==> src/bti_fifo.sv <==
// short word queue between front and back end
module bti_fifo #(
  parameter int WIDTH = 8,
  parameter int DEPTH = 4
) (
  input  logic             clk,
  input  logic             rst_n,
  input  logic             push,
  input  logic [WIDTH-1:0] push_data,
  output logic             full,
  input  logic             pop,
  output logic             pop_vld,
  output logic [WIDTH-1:0] pop_data
);

  localparam int PB = (DEPTH > 1) ? $clog2(DEPTH) : 1;
  localparam int CB = $clog2(DEPTH + 1);

  logic [WIDTH-1:0] buf_r [DEPTH];
  logic [PB-1:0]    wp_r, wp_nxt, rp_r, rp_nxt;
  logic [CB-1:0]    cnt_r, cnt_nxt;
  logic             do_push, do_pop;

  assign full     = (cnt_r == CB'(DEPTH));
  assign pop_vld  = (cnt_r != '0);
  assign pop_data = buf_r[rp_r];
  assign do_push  = push && !full;
  assign do_pop   = pop && pop_vld;

  always_comb begin
    wp_nxt  = wp_r;
    rp_nxt  = rp_r;
    cnt_nxt = cnt_r;
    if (do_push) wp_nxt = (wp_r == PB'(DEPTH - 1)) ? '0 : wp_r + 1'b1;
    if (do_pop) rp_nxt = (rp_r == PB'(DEPTH - 1)) ? '0 : rp_r + 1'b1;
    if (do_push && !do_pop) cnt_nxt = cnt_r + 1'b1;
    else if (!do_push && do_pop) cnt_nxt = cnt_r - 1'b1;
  end

  always_ff @(posedge clk) begin
    if (!rst_n) begin
      wp_r  <= '0;
      rp_r  <= '0;
      cnt_r <= '0;
    end else begin
      wp_r  <= wp_nxt;
      rp_r  <= rp_nxt;
      cnt_r <= cnt_nxt;
    end
    if (do_push) buf_r[wp_r] <= push_data;
  end

endmodule

==> config.mk <==
export PLATFORM = sky130hd
export DESIGN_NAME = bti_fifo
export DESIGN_NICKNAME = d
export VERILOG_FILES = /design/src/bti_fifo.sv
export SDC_FILE = /design/constraint.sdc
export NUM_CORES = 1
export LEC_CHECK = 0
export BUFFER_PORTS_ARGS = -buffer_cell sky130_fd_sc_hd__buf_2
export CAP_MARGIN = 0
export CELL_PAD_IN_SITES_DETAIL_PLACEMENT = 0
export CELL_PAD_IN_SITES_GLOBAL_PLACEMENT = 2
export CORE_MARGIN = 2
export CORE_UTILIZATION = 37
export DETAILED_ROUTE_END_ITERATION = 7
export PLACE_DENSITY = 0.8
export SLEW_MARGIN = 20
export SYNTH_ARGS = -nofsm -noshare
export SYNTH_HDL_FRONTEND = slang
export SYNTH_SLANG_ARGS = --single-unit
==> constraint.sdc <==
create_clock -name clk -period 2.3 [get_ports clk]
set_clock_uncertainty 0.1 [all_clocks]
set_input_delay 0.46 -clock clk [delete_from_list [all_inputs] [get_ports clk]]
set_output_delay 0.46 -clock clk [all_outputs]
set_load 0.05 [all_outputs]
# ---- Yosys cells after proc, flatten, opt, wreduce, memory -nomap -nowiden
# Memory sizes are Yosys's and may differ from the RTL's. A register that Yosys moved wholly into a read port is not among the register bits.
# Index checks and enable logic that the tools add are counted.
dict set report word_totals {
  regBits 7
  ramBits 32
  inputBits 12
  output_inout_bits 10
  wordCells 28
  n_memories 1
}
dict set report classes {
  addsub 4
  eq_ne 3
  n_mux 8
  reduce_logical 9
}
# name words word_bits read_ports rd_ports_with_merged_regs write_ports line_no
set mem_list {}
lappend mem_list {buf_r 4 8 1 1 1 19} ;# logic [WIDTH-1:0] buf_r [DEPTH];
# cell count
set op_table {}
lappend op_table {{$mux W2} 4}
lappend op_table {{$mux W3} 2}
lappend op_table {{$add A2 B1 Y2 const B} 2}
lappend op_table {{$eq A2 B2 Y1 const B} 2}
lappend op_table {{$logic_and A1 B1 Y1} 4}
lappend op_table {{$add A3 B1 Y3 const B} 1}
lappend op_table {{$eq A3 B3 Y1 const B} 1}
lappend op_table {{$logic_not A1 Y1} 3}
lappend op_table {{$reduce_bool A3 Y1} 1}
lappend op_table {{$sub A3 B1 Y3 const B} 1}
lappend op_table {{$mux W1} 2}
lappend op_table {{$reduce_bool A2 Y1} 1}

# ---- Depth between registers and ports, before layout
dict set report depth {
  word_depth 7
  mapped_depth 9
  ltp_nobuf 8
}

# ---- Worst setup path before layout
# Ideal clock, no wire load.
dict set report synth_path {
  kind {register to register}
  startpoint {register cnt_r[1]}
  endpoint {register cnt_r[2]}
  setup_time_ns 0.076
  t_arrival_ns 2.367
  slack_ns -0.242
  path_stages_with_launch 10
  path_buffers 1
  period_less_slack_ns 2.542
  path_cell_list {dfxtp_1 -> nor3b_2 -> nor2b_1 -> buf_2 -> ha_1 -> inv_1 -> fa_1 -> xor2_1 -> or3_2 -> a21boi_0}
}
dict set report synth_between {
  elab_chain_len 6
}
# item line_no
set synth_lines {}
lappend synth_lines {{start, declared} 21} ;# logic [CB-1:0] cnt_r, cnt_nxt;
lappend synth_lines {{start signal, assigned} 48} ;# cnt_r <= cnt_nxt;
lappend synth_lines {{$eq A3 B3 Y1 (*)} 24} ;# assign full = (cnt_r == CB'(DEPTH));
lappend synth_lines {{net full} 10} ;# output logic full,
lappend synth_lines {{$logic_not A1 Y1 (*)} 27} ;# assign do_push = push && !full;
lappend synth_lines {{$logic_and A1 B1 Y1 (*)} 27}
lappend synth_lines {{net do_push} 22} ;# logic do_push, do_pop;
lappend synth_lines {{$logic_not A1 Y1} 37} ;# else if (!do_push && do_pop) cnt_nxt = cnt_r - 1'b1;
lappend synth_lines {{$logic_and A1 B1 Y1} 37}
lappend synth_lines {{$reduce_bool A2 Y1 (no source line)} n/a}
# The timed path passes the listed nets; every way through them passes the cells marked *. The select of a mux whose other input is x is not followed.
# A chain may end at the register's enable or synchronous reset.

# ---- Worst setup path after layout
dict set report layout_path {
  startpoint {register cnt_r[2]}
  endpoint {register cnt_r[2]}
}
dict set report layout_between {
  elab_chain_len 6
}
# item
set layout_lines {}
lappend layout_lines {{parallel branches: the longest is 6 deep, another holds $sub A3 B1 Y3}}
# Several ways; the timed one is not identified. The select of a mux whose other input is x is not followed.

==> flow_metrics.py <==
metrics = {
    "critical_path": {
        "worstPathArrival_ns": 2.32,
        "r2r_cells": 8,
        "cp_max_fo": 5,
        "cp-start-kind": "register",
        "crit_path_end_kind": "register",
        "crit_type": "reg2reg",
        "required_ns": 2.41,
    },
    "floorplan": {
        "rows": 24,
        "die_area_sq_mm": 0.004960,
        "start_util_pct": 38.02,
        "coreArea_sq_mm": 0.004294,
        "die_height_um": 70.43,
        "ios": 22,
        "die_width_um": 70.43,
    },
    "synth": {
        "ys_seq_area_share_pct": 69.89,
        "ys_types": 23,
        "syn_nets": 112,
        "ys_ff_latch": 41,
        "syn_area_per_cell_sq_um": 17.56,
        "ys_warn_count": 0,
        "syn_inst": 93,
        "syn_area_sq_mm": 0.001633,
    },
    "placed_design": {
        "dpl.hpwl_um": 1794,
        "dpl-instance-area_sq_mm": 0.001841,
        "post-place-cells": 165,
        "post-place-ws_ns": 0.03862,
        "io_buffer_count": 21,
        "routabilityCongestion": 0.7020,
    },
    "pwr": {
        "total_power_mw": 2.335,
        "p_leak_nw": 0.7028,
        "p_per_area_mw_per_mm2": 1199,
        "peakVddDrop_mv": 0.3041,
    },
    "final_layout": {
        "finalNonFillerCells": 173,
        "syn_to_final_growth_pct": 19.23,
        "fin_area_sq_mm": 0.001947,
        "final_nets": 139,
        "layout-drive-gt1-share_pct": 38.02,
        "fill_cells": 377,
        "final_util_pct": 45.34,
        "diodes": 0,
    },
    "sta": {
        "fmax_ghz": 0.4534,
        "slew-limit-headroom_pct": 68.03,
        "worst_slew_pin_slew_ns": 0.4795,
        "fin_ws_ns": 0.09428,
        "rsz0062_at_grt": "false",
        "setup_viol": 0,
        "timing.hold.ws_ns": 0.2920,
        "fin_tns_setup_ns": 0,
        "final_max_slew_viol_count": 0,
        "fin_crit_ns": 2.206,
        "min_period_over_period_pct": 95.90,
        "hold_viol": 0,
    },
    "route": {
        "vias": 817,
        "wirelength_um": 2544,
        "drtIter0Drc": 49,
        "dr.pass1.iters": 4,
        "drc": 0,
        "avgRoutedWirePerCell_um": 14.71,
        "antenna_left": 0,
        "vias_per_cell": 4.723,
    },
    "job": {
        "maxCapViolCount": 0,
    },
    "clock_tree": {
        "cts_buffers": 5,
        "path_clk_slew_ns": 0.08,
        "postCtsSetupRepairBufs": 0,
        "root_buffer": "clkbuf_8",
        "cts-resized-gates": 0,
        "clock_sinks": 41,
        "cts_tree": "built",
        "clk_latency_ns": 0.28,
        "holdBufCountCts": 0,
        "cts-htree-levels": 2,
        "cts.path.max_buffers": 2,
    },
    "min_path": {
        "hp-class": "in2reg",
        "holdPathStages": 1,
    },
    "global_route": {
        "grt_usage_pct": 11.37,
        "antenna_found_initial": 0,
        "grt_overflow": 0,
        "grt_max_degree": 13,
        "grt_pass1_wl_um": 4181,
        "grt_pass1_vias": 895,
    },
    "run_status": {
        "outcome": "finished, final reports clean",
    },
}
-- final cells by class --
| class | instances | area (sq um) | share of cell area [%] |
|---|---|---|---|
| flip-flops and latches | 41 | 1147 | 58.93 |
| multi-input cells | 45 | 489.2 | 25.13 |
| repair buffers | 24 | 127.6 | 6.555 |
| clock buffers | 6 | 72.57 | 3.728 |
| well taps | 52 | 65.06 | 3.342 |
| clock inverters | 2 | 33.78 | 1.735 |
| inverters | 3 | 11.26 | 0.5784 |
-- layer usage --
layer	up-vias	part of all wire, %	global-route usage [%]
li1	401	-	-
met1	397	43	13.17
met2	14	51	18.76
met3	5	4.4	5.051
met4	0	1.6	3.846
met5	-	0	0
-- registers in the layout, summed over array words and instances (netlist names), named ones only --
name and count:
cnt_r 3, buf_r 32, wp_r 2, rp_r 2
-- path summary, 6_finish.rpt --
path	start	to	slack (ns)
max	cnt_r[2]	cnt_r[2]	0.09
min	push_data[2]	buf_r[0][2]	0.29
max reg2reg	cnt_r[2]	cnt_r[2]	0.09
min reg2reg	wp_r[1]	wp_r[1]	0.40
-- kinds of logic after synthesis --
kind of cell    Yosys count  share of synthesized area, %
simple gates             20                         6.744
buf+inv                   7                         1.762
fa+ha+maj                 7                         5.824
mux                      11                         12.87
xor+xnor                  2                         1.073
flops                    41                         69.88
compound gates            5                         1.839
-- cells in the mapped netlist, drive strengths merged --
| cell type | n | area (sq um) |
|---|---|---|
| edfxtp | 32 | 960.9 |
| o21ai | 3 | 15.01 |
| ha | 6 | 75.07 |
| nor3b | 1 | 12.51 |
| o31ai | 1 | 7.510 |
| and2 | 5 | 31.28 |
| nor2b | 2 | 12.51 |
| xnor2 | 1 | 8.760 |
| nor2 | 2 | 7.510 |
| clkbuf | 1 | 3.750 |
| inv | 3 | 11.26 |
| xor2 | 1 | 8.760 |
| nand3 | 2 | 10.01 |
| or3 | 2 | 13.77 |
| buf | 3 | 13.76 |
| dfxtp | 9 | 180.2 |
| mux4 | 8 | 180.2 |
| fa | 1 | 20.02 |
| mux2i | 3 | 30.03 |
| nand2 | 6 | 22.52 |
| a21boi | 1 | 7.510 |
-- critical path, cell delays in order (launching register included) --
cell	delay, ns
dfxtp_2	0.35
nor3b_4	0.15
nor2b_1	0.25
ha_4	0.19
inv_1	0.05
fa_2	0.33
xor2_1	0.17
or3_2	0.41
a21boi_1	0.12
-- cells in the final DEF (no fill, tap or decap), drive strengths merged, types with 2 or more instances in the layout --
cell     n
mux4     8
or3      2
buf     24
mux2i    3
dfxtp    9
inv      3
nand3    2
edfxtp  32
nand2    6
ha       6
clkbuf   6
and2     5
nor2     2
nor2b    2
o21ai    3
-- power by group --
part           switching (mW)  total (mW)  internal [mW]  leakage [nW]
registers              0.0773       0.996          0.919         0.369
clock network           0.224       0.544          0.320        0.0528
logic                   0.499       0.795          0.296         0.281
Note: power is estimated with default switching activity, not from simulation.
