[config.mk]
export PLATFORM = sky130hd
export DESIGN_NAME = bti_front_flat
export DESIGN_NICKNAME = d
export VERILOG_FILES = /design/src/bti_pkg.sv /design/src/bti_ifs.sv /design/src/bti_front.sv /design/src/flat_wrapper.sv
export SDC_FILE = /design/constraint.sdc
export NUM_CORES = 1
export LEC_CHECK = 0
export BUFFER_PORTS_ARGS = -buffer_cell sky130_fd_sc_hd__buf_4
export CAP_MARGIN = 15
export CELL_PAD_IN_SITES_DETAIL_PLACEMENT = 1
export CELL_PAD_IN_SITES_GLOBAL_PLACEMENT = 2
export CORE_MARGIN = 1
export CORE_UTILIZATION = 13
export CTS_CLUSTER_SIZE = 30
export DETAILED_ROUTE_END_ITERATION = 10
export GPL_TIMING_DRIVEN = 1
export PLACE_DENSITY = 0.87
export SLEW_MARGIN = 15
export SYNTH_ARGS = -nofsm -noshare
export SYNTH_HDL_FRONTEND = slang
export SYNTH_SLANG_ARGS = --single-unit
[constraint.sdc]
create_clock -name clk -period 3.41 [get_ports clk]
set_input_delay 0.1705 -clock clk [delete_from_list [all_inputs] [get_ports clk]]
set_output_delay 0.1705 -clock clk [all_outputs]
set_load 0.03 [all_outputs]
[src/bti_pkg.sv]
// shared types, constants and helpers of the bilinear table interpolator
package bti_pkg;

  localparam int FREQ_BITS   = 13;
  localparam int POS_BITS    = 5;
  localparam int FIELD_BITS  = 16;
  localparam int NPTS_BITS   = 6;
  localparam int ADDR_BITS   = 5;
  localparam int DATA_BITS   = 32;

  localparam logic [2:0] REG_F1_LOW  = 3'd0;
  localparam logic [2:0] REG_F1_HIGH = 3'd1;
  localparam logic [2:0] REG_F2_LOW  = 3'd2;
  localparam logic [2:0] REG_F2_HIGH = 3'd3;
  localparam logic [2:0] REG_ROWS    = 3'd4;
  localparam logic [2:0] REG_COLS    = 3'd5;

  localparam logic [FREQ_BITS-1:0] F1_LOW_RST  = 13'd200;
  localparam logic [FREQ_BITS-1:0] F1_HIGH_RST = 13'd1000;
  localparam logic [FREQ_BITS-1:0] F2_LOW_RST  = 13'd500;
  localparam logic [FREQ_BITS-1:0] F2_HIGH_RST = 13'd3000;
  localparam logic [NPTS_BITS-1:0] NPTS_RST    = 6'd32;

  typedef struct packed {
    logic [FREQ_BITS-1:0] f1_low;
    logic [FREQ_BITS-1:0] f1_high;
    logic [FREQ_BITS-1:0] f2_low;
    logic [FREQ_BITS-1:0] f2_high;
    logic [NPTS_BITS-1:0] rows;
    logic [NPTS_BITS-1:0] cols;
  } cfg_t;

  // grid points in use, held to 2..gmax
  function automatic logic [NPTS_BITS:0] clamp_points(logic [NPTS_BITS-1:0] n,
                                                      int unsigned gmax);
    logic [NPTS_BITS:0] r;
    r = {1'b0, n};
    if (n < 6'd2) r = 7'd2;
    else if (32'(n) > gmax) r = 7'(gmax);
    return r;
  endfunction

endpackage

[src/bti_ifs.sv]
// word channels of the bilinear table interpolator
interface bti_in_if;
  logic        valid;
  logic        ready;
  logic        func;
  logic [4:0]  grid_row;
  logic [4:0]  grid_col;
  logic [15:0] entry_tongue_index;
  logic [15:0] entry_tongue_diameter;
  logic [15:0] entry_lip_opening;
  logic [12:0] first_formant_hz;
  logic [12:0] second_formant_hz;
  modport source (output valid, func, grid_row, grid_col, entry_tongue_index,
                  entry_tongue_diameter, entry_lip_opening, first_formant_hz,
                  second_formant_hz, input ready);
  modport sink (input valid, func, grid_row, grid_col, entry_tongue_index,
                entry_tongue_diameter, entry_lip_opening, first_formant_hz,
                second_formant_hz, output ready);
endinterface


[src/bti_front.sv]
// front end: takes words, clamps frequencies and forms the divider numerators
module bti_front import bti_pkg::*; #(
  parameter int GRID_SIDE_MAX = 32,
  parameter int VALUE_BITS    = 16,
  parameter int ENTRY_BITS    = 1
) (
  input  logic                  clk,
  input  logic                  rst_n,
  bti_in_if.sink                in_ch,
  input  cfg_t                  cfg,
  output logic                  push,
  output logic [ENTRY_BITS-1:0] push_data,
  input  logic                  full
);

  localparam int NB = $clog2(GRID_SIDE_MAX);
  localparam int PW = FREQ_BITS + NB;

  typedef struct packed {
    logic                  lookup;
    logic                  wr_ok;
    logic [NB-1:0]         row;
    logic [NB-1:0]         col;
    logic [3*VALUE_BITS-1:0] data;
    logic [PW-1:0]         p1;
    logic [PW-1:0]         p2;
  } entry_t;

  function automatic logic [FREQ_BITS-1:0] axis_offset(logic [FREQ_BITS-1:0] f,
                                                       logic [FREQ_BITS-1:0] lo,
                                                       logic [FREQ_BITS-1:0] hi);
    logic [FREQ_BITS-1:0] fc;
    fc = f;
    if (fc < lo) fc = lo;
    if (fc > hi) fc = hi;
    return (hi <= lo) ? '0 : fc - lo;
  endfunction

  entry_t        ent_r, ent_nxt;
  logic          vld_r, vld_nxt;
  logic          accept;
  logic [NB-1:0] nm1_r1, nm1_r2;

  assign in_ch.ready = !vld_r || !full;
  assign accept      = in_ch.valid && in_ch.ready;
  assign push        = vld_r;
  assign push_data   = ent_r;

  always_comb begin
    nm1_r1 = NB'(clamp_points(cfg.rows, GRID_SIDE_MAX) - 7'd1);
    nm1_r2 = NB'(clamp_points(cfg.cols, GRID_SIDE_MAX) - 7'd1);
    ent_nxt.lookup = in_ch.func;
    ent_nxt.wr_ok  = (int'(in_ch.grid_row) < GRID_SIDE_MAX) &&
                     (int'(in_ch.grid_col) < GRID_SIDE_MAX);
    ent_nxt.row    = NB'(in_ch.grid_row);
    ent_nxt.col    = NB'(in_ch.grid_col);
    ent_nxt.data   = {VALUE_BITS'(in_ch.entry_tongue_index),
                      VALUE_BITS'(in_ch.entry_tongue_diameter),
                      VALUE_BITS'(in_ch.entry_lip_opening)};
    ent_nxt.p1 = PW'(axis_offset(in_ch.first_formant_hz, cfg.f1_low, cfg.f1_high))
                 * PW'(nm1_r1);
    ent_nxt.p2 = PW'(axis_offset(in_ch.second_formant_hz, cfg.f2_low, cfg.f2_high))
                 * PW'(nm1_r2);
    vld_nxt = vld_r;
    if (accept) vld_nxt = 1'b1;
    else if (!full) vld_nxt = 1'b0;
  end

  always_ff @(posedge clk) begin
    if (!rst_n) begin
      vld_r <= 1'b0;
    end else begin
      vld_r <= vld_nxt;
    end
    if (accept) ent_r <= ent_nxt;
  end

endmodule

[src/flat_wrapper.sv]
// flat-port wrapper written by rule: the top's interface ports become plain ports
module bti_front_flat import bti_pkg::*;
#(
  parameter int GRID_SIDE_MAX = 32,
  parameter int VALUE_BITS    = 16,
  parameter int ENTRY_BITS    = 1
)
  (clk, rst_n, cfg, push, push_data, full, in_ch_valid, in_ch_func, in_ch_grid_row, in_ch_grid_col, in_ch_entry_tongue_index, in_ch_entry_tongue_diameter, in_ch_entry_lip_opening, in_ch_first_formant_hz, in_ch_second_formant_hz, in_ch_ready);
  bti_in_if in_ch_i ();
  input  logic clk;
  input  logic rst_n;
  input  cfg_t cfg;
  output logic push;
  output logic [ENTRY_BITS-1:0] push_data;
  input  logic full;
  input wire logic [$bits(in_ch_i.valid)-1:0] in_ch_valid;
  input wire logic [$bits(in_ch_i.func)-1:0] in_ch_func;
  input wire logic [$bits(in_ch_i.grid_row)-1:0] in_ch_grid_row;
  input wire logic [$bits(in_ch_i.grid_col)-1:0] in_ch_grid_col;
  input wire logic [$bits(in_ch_i.entry_tongue_index)-1:0] in_ch_entry_tongue_index;
  input wire logic [$bits(in_ch_i.entry_tongue_diameter)-1:0] in_ch_entry_tongue_diameter;
  input wire logic [$bits(in_ch_i.entry_lip_opening)-1:0] in_ch_entry_lip_opening;
  input wire logic [$bits(in_ch_i.first_formant_hz)-1:0] in_ch_first_formant_hz;
  input wire logic [$bits(in_ch_i.second_formant_hz)-1:0] in_ch_second_formant_hz;
  output wire logic [$bits(in_ch_i.ready)-1:0] in_ch_ready;
  assign in_ch_i.valid = in_ch_valid;
  assign in_ch_i.func = in_ch_func;
  assign in_ch_i.grid_row = in_ch_grid_row;
  assign in_ch_i.grid_col = in_ch_grid_col;
  assign in_ch_i.entry_tongue_index = in_ch_entry_tongue_index;
  assign in_ch_i.entry_tongue_diameter = in_ch_entry_tongue_diameter;
  assign in_ch_i.entry_lip_opening = in_ch_entry_lip_opening;
  assign in_ch_i.first_formant_hz = in_ch_first_formant_hz;
  assign in_ch_i.second_formant_hz = in_ch_second_formant_hz;
  assign in_ch_ready = in_ch_i.ready;
  bti_front #(.GRID_SIDE_MAX(GRID_SIDE_MAX), .VALUE_BITS(VALUE_BITS), .ENTRY_BITS(ENTRY_BITS)) u_core (.clk(clk), .rst_n(rst_n), .in_ch(in_ch_i), .cfg(cfg), .push(push), .push_data(push_data), .full(full));
endmodule
# --- Word-level counts from Yosys, hierarchy flattened ---
# Index checks and enable logic that the tools add are counted.
op_classes:
  div_mod_pow: 0
  bitwise: 0
  reduce_logical: 4
  multipliers: 1
  add_sub_neg: 2
  n_lt_le_gt_ge: 5
  n_eq_ne: 1
  mux: 7
  n_shift: 0
op_table:
  columns: ["cell", "n"]
  rows:
  - ["two-way mux 13 bit", 3]
  - ["greater-than comparator 13 bit", 1]
  - ["less-or-equal comparator 13 bit", 1]
  - ["less-than comparator 13 bit", 1]
  - ["multiplier 13 x 5 -> 1 bit", 1]
  - ["subtractor 13 bit", 1]
  - ["two-way mux 5 bit", 2]
  - ["greater-than comparator 6 bit, second input constant", 1]
  - ["less-than comparator 6 x 2 -> 1 bit, second input constant", 1]
  - ["subtractor 5 x 1 -> 5 bit, second input constant", 1]
  - ["logical NOT 1 bit", 2]
  - ["two-way mux 1 bit", 2]
  - ["!= test 2 x 1 -> 1 bit, second input constant", 1]
  - ["logical AND 1 bit", 1]
  - ["logical OR 1 bit", 1]
totals:
  rom_bits: 0
  latch_bits: 0
  elab_cells: 22
  regBits: 2
  memories: 0
  ram_bits: 0

# --- Logic depth before layout (Yosys ltp) ---
depth:
  depth_word: 7
  ltp_mapped: 16
  ltp_nobuf: 15

# --- Worst setup path after synthesis ---
# OpenSTA, ideal clock, no wires.
synth_path:
  kind: "input to register"
  start: "input cfg[37] (netlist bit)"
  end: "register u_core.ent_r, in the netlist u_core.push_data, data pin"
  stages: 16
  required_ns: 3.264
  setup_time_ns: 0.146
  path_slack_ns: 0.236
  n_path_buf: 1
  arrival_time_ns: 3.028
  cell_sequence: "inv_1 > ha_1 > a21oi_1 > o21ai_0 > a31oi_1 > o31a_1 > buf_6 > mux2_4 > ha_1 > and3_1 > o21ai_1 > nand3_1 > a2111oi_2 > a41oi_1 > a211o_1 > a21oi_1"
synth_rtl:
  columns: ["element", "line_no", "text"]
  rows:
  - ["start: declaration", "flat_wrapper.sv:12", "input cfg_t cfg;"]
  - ["end signal: assignment", "bti_front.sv:75", "if (accept) ent_r <= ent_nxt;"]
  - ["end: declaration", "bti_front.sv:39", "entry_t ent_r, ent_nxt;"]

==> out/qor.txt <==
outcome - finished clean
first-pass GRT wire length - 6527 um
Worst slew margin - 0.7093
CTS sink cnt - 2
Die X - 98.82 um
final hold vios - 0
Via density - 4.018
clk_lat worst skew - 210 ps
most frequent cells in the layout - buf_4 (70), ha_1 (35), inv_1 (25)
Wirelength per Cell - 12.46 um
hold depth - 2
Placer Congestion - 0.7579
max-cap violation count - 0
RSZ-0062 raised after global routing - false
IR drop worst, VDD - 0.00006792 V
count of final setup violators - 0
wirelength, routed - 4113 um
sw power - 0.1455 mW
synthesized net count - 339
Final period util - 0.9347
Inst Count DP - 323
Remaining DRCs - 0
P per Cell Area - 207.3 nW/um^2
CTS clk-pin slew, worst paths - 30 ps
Combinational Power Share - 0.692
largest net degree at the start of global routing - 8
Multi-input gate area - 1126 um^2
Filler Cells Inserted - 1058
pre-CTS WS - -238.2 ps
max frequency - 313.7 MHz
clk root buf - clkbuf_8
layout cells sized above 1 - 0.4414
vias in the first global route - 1477
reg2reg setup slack - 2600 ps
fin nets - 414
diode count - 0
worst r2r src - u_core.push$_SDFFE_PN0P_
Final WS setup - 222.7 ps
clock power share - 0.240
most common cell after layout, fill and taps aside - buf_4
R2R depth - 2
Arrival @ worst endpoint - 3260 ps
sequential area share after synthesis - 0.04107
Flop pwr share - 0.068
Sw Ratio - 0.3511
critical path capture point type - flop
Worst Path Required - 3480 ps
Core Box Area - 8891 um^2
Mapped Cells - 148
remaining antenna violation count - 0
fin crit period - 3187 ps
Die Y-Extent - 98.82 um
crit-path max FO - 7
# rows - 34
Clock Skews - 6.895 ps
post-route non-filler standard cell count - 330
clk buf depth - 2
DR pass1 iterations - 3
Cell variety after synth - 29
CTS tree - yes
CTS buffer count - 3
Mean Syn Cell Area - 8.234 um^2
Initial Util - 0.1371
initial antenna violation count - 0
Seq cells post-synth - 2
initial detailed-routing violation count - 38
Total Die Area - 9765 um^2
CP Class - in -> reg
area delta synth->final - 64.07%
GRT overflow - 0
Startpoint Class - input pin
R2R Path End - u_core.push_data$_DFFE_PP_
Syn. warnings - 0
hold_sp - rst_n
port bufs - 51
CTS HTree Levels - 1
Worst-Margin Slew - 432.1 ps
final slew viol count - 0
storage element area - 50.05 um^2
Global Route Usage Sum - 0.08376
worst hold path endpoint - u_core.push$_SDFFE_PN0P_
Hold Crit Class - in -> reg
Post-DP HPWL - 3737 um
Leakage - 1.057 nW
I/O pins - 156
Cell Int Power - 0.2690 mW
via count - 1326
hold_buf cts - 0
Post-Synthesis Cell Area - 1219 um^2
[final cells by class]
type | count | area share
Clock buffer | 4 | 0.02253
Sequential cell | 2 | 0.02503
Inverter | 26 | 0.04881
Tap cell | 108 | 0.06758
Timing Repair Buffer | 71 | 0.2728
Multi-Input combinational cell | 119 | 0.5632
[critical path: stages]
cell       delay (ps)
buf_4              80
inv_1              50
ha_1              310
nand3_1           110
a21oi_2           150
nor2_2             60
o31a_1            290
buf_12            160
buf_4             140
mux2_4            300
ha_1              290
buf_4             130
nand4_1            70
nor2_1             70
a2111oi_2         400
a41oi_2            80
a211o_1           260
a21oi_2           140
[cell usage after synthesis]
| library cell | n | area [um^2] |
|---|---|---|
| mux2_2 | 3 | 33.78 |
| nand2_1 | 3 | 11.26 |
| nand4_1 | 7 | 43.79 |
| mux2i_1 | 1 | 10.01 |
| a41oi_1 | 1 | 8.760 |
| nor4_1 | 1 | 6.260 |
| ha_1 | 38 | 475.5 |
| nand2b_1 | 2 | 12.51 |
| a2111oi_2 | 1 | 15.01 |
| o21ai_0 | 4 | 20.02 |
| nand3_1 | 8 | 40.04 |
| and2_1 | 1 | 6.260 |
| a211o_1 | 2 | 17.52 |
| a31oi_1 | 1 | 6.260 |
| nor2_1 | 5 | 18.77 |
| a21oi_1 | 14 | 70.07 |
| edfxtp_1 | 1 | 30.03 |
| buf_6 | 1 | 11.26 |
| a21boi_0 | 1 | 7.510 |
| o21a_1 | 5 | 37.54 |
| mux2_4 | 9 | 135.1 |
| dfxtp_1 | 1 | 20.02 |
| o31a_1 | 1 | 8.760 |
| a21o_1 | 4 | 30.03 |
| and3_1 | 1 | 6.260 |
| o32ai_1 | 1 | 8.760 |
| inv_1 | 26 | 97.59 |
| nor2b_1 | 4 | 25.02 |
| o21ai_1 | 1 | 5.000 |
[layer usage]
layer / share of wire / global-route usage
met5: 0 / 0
met4: 0.0036 / 0.01378
met3: 0.027 / 0.007801
met2: 0.52 / 0.1592
met1: 0.45 / 0.1026
[stage by stage]
step	hold WS [ps]	area, um^2	total power [mW]	utilization	setup TNS [ps]
5_1_grt	188.3	1999	0.4551	0.2249	0
3_3_place_gp	380.4	1866	0.2850	0.2098	-142.8
2_1_floorplan	298.7	1219	0.1768	-	0
3_5_place_dp	399.1	1866	0.2978	0.2098	-238.2
4_1_cts	182.4	1929	0.4069	0.2170	0
6_report	179.5	1999	0.4145	0.2249	0
[power by group through the flow]
| stage | clock network (mW) | logic [mW] | registers [mW] |
|---|---|---|---|
| after floorplan | 0 | 0.145 | 0.0320 |
| after detailed placement | 0 | 0.269 | 0.0285 |
| after CTS | 0.103 | 0.276 | 0.0283 |
| final | 0.0993 | 0.287 | 0.0283 |
| after global routing | 0.105 | 0.322 | 0.0286 |
| after global placement | 0 | 0.257 | 0.0285 |
[state kept, by name, indices dropped and copies added, names as in the netlist]
name,count
u_core.push_data,1
u_core.push,1
[timing repair]
item,4_1_cts,5_1_grt
pin swaps,0,4
endpoints found under the setup margin,1,1
cloned,0,0
setup buffers,2,1
resized for setup,1,11
[cells by family after synthesis]
logic type,after synthesis,share of synthesized area
AND/OR/NAND/NOR,32,0.1396
AO/OA/AOI/OAI,36,0.1930
multiplexers,13,0.1468
buffers and inverters,27,0.08932
flip-flops,2,0.04107
adder cells (fa/ha/maj),38,0.3901
[worst max-delay path by stage]
stage	end	slack, ps	depth (start not counted)	start
after floorplan	u_core.push_data$_DFFE_PP_	240	16	cfg[37]
after CTS	u_core.push_data$_DFFE_PP_	10	17	cfg[37]
after global placement	u_core.push_data$_DFFE_PP_	-140	17	cfg[37]
after global routing	u_core.push_data$_DFFE_PP_	10	18	cfg[34]
after detailed placement	u_core.push_data$_DFFE_PP_	-240	17	cfg[37]
final	u_core.push_data$_DFFE_PP_	220	18	cfg[27]
No activity file was read; power rests on OpenSTA's default activity.
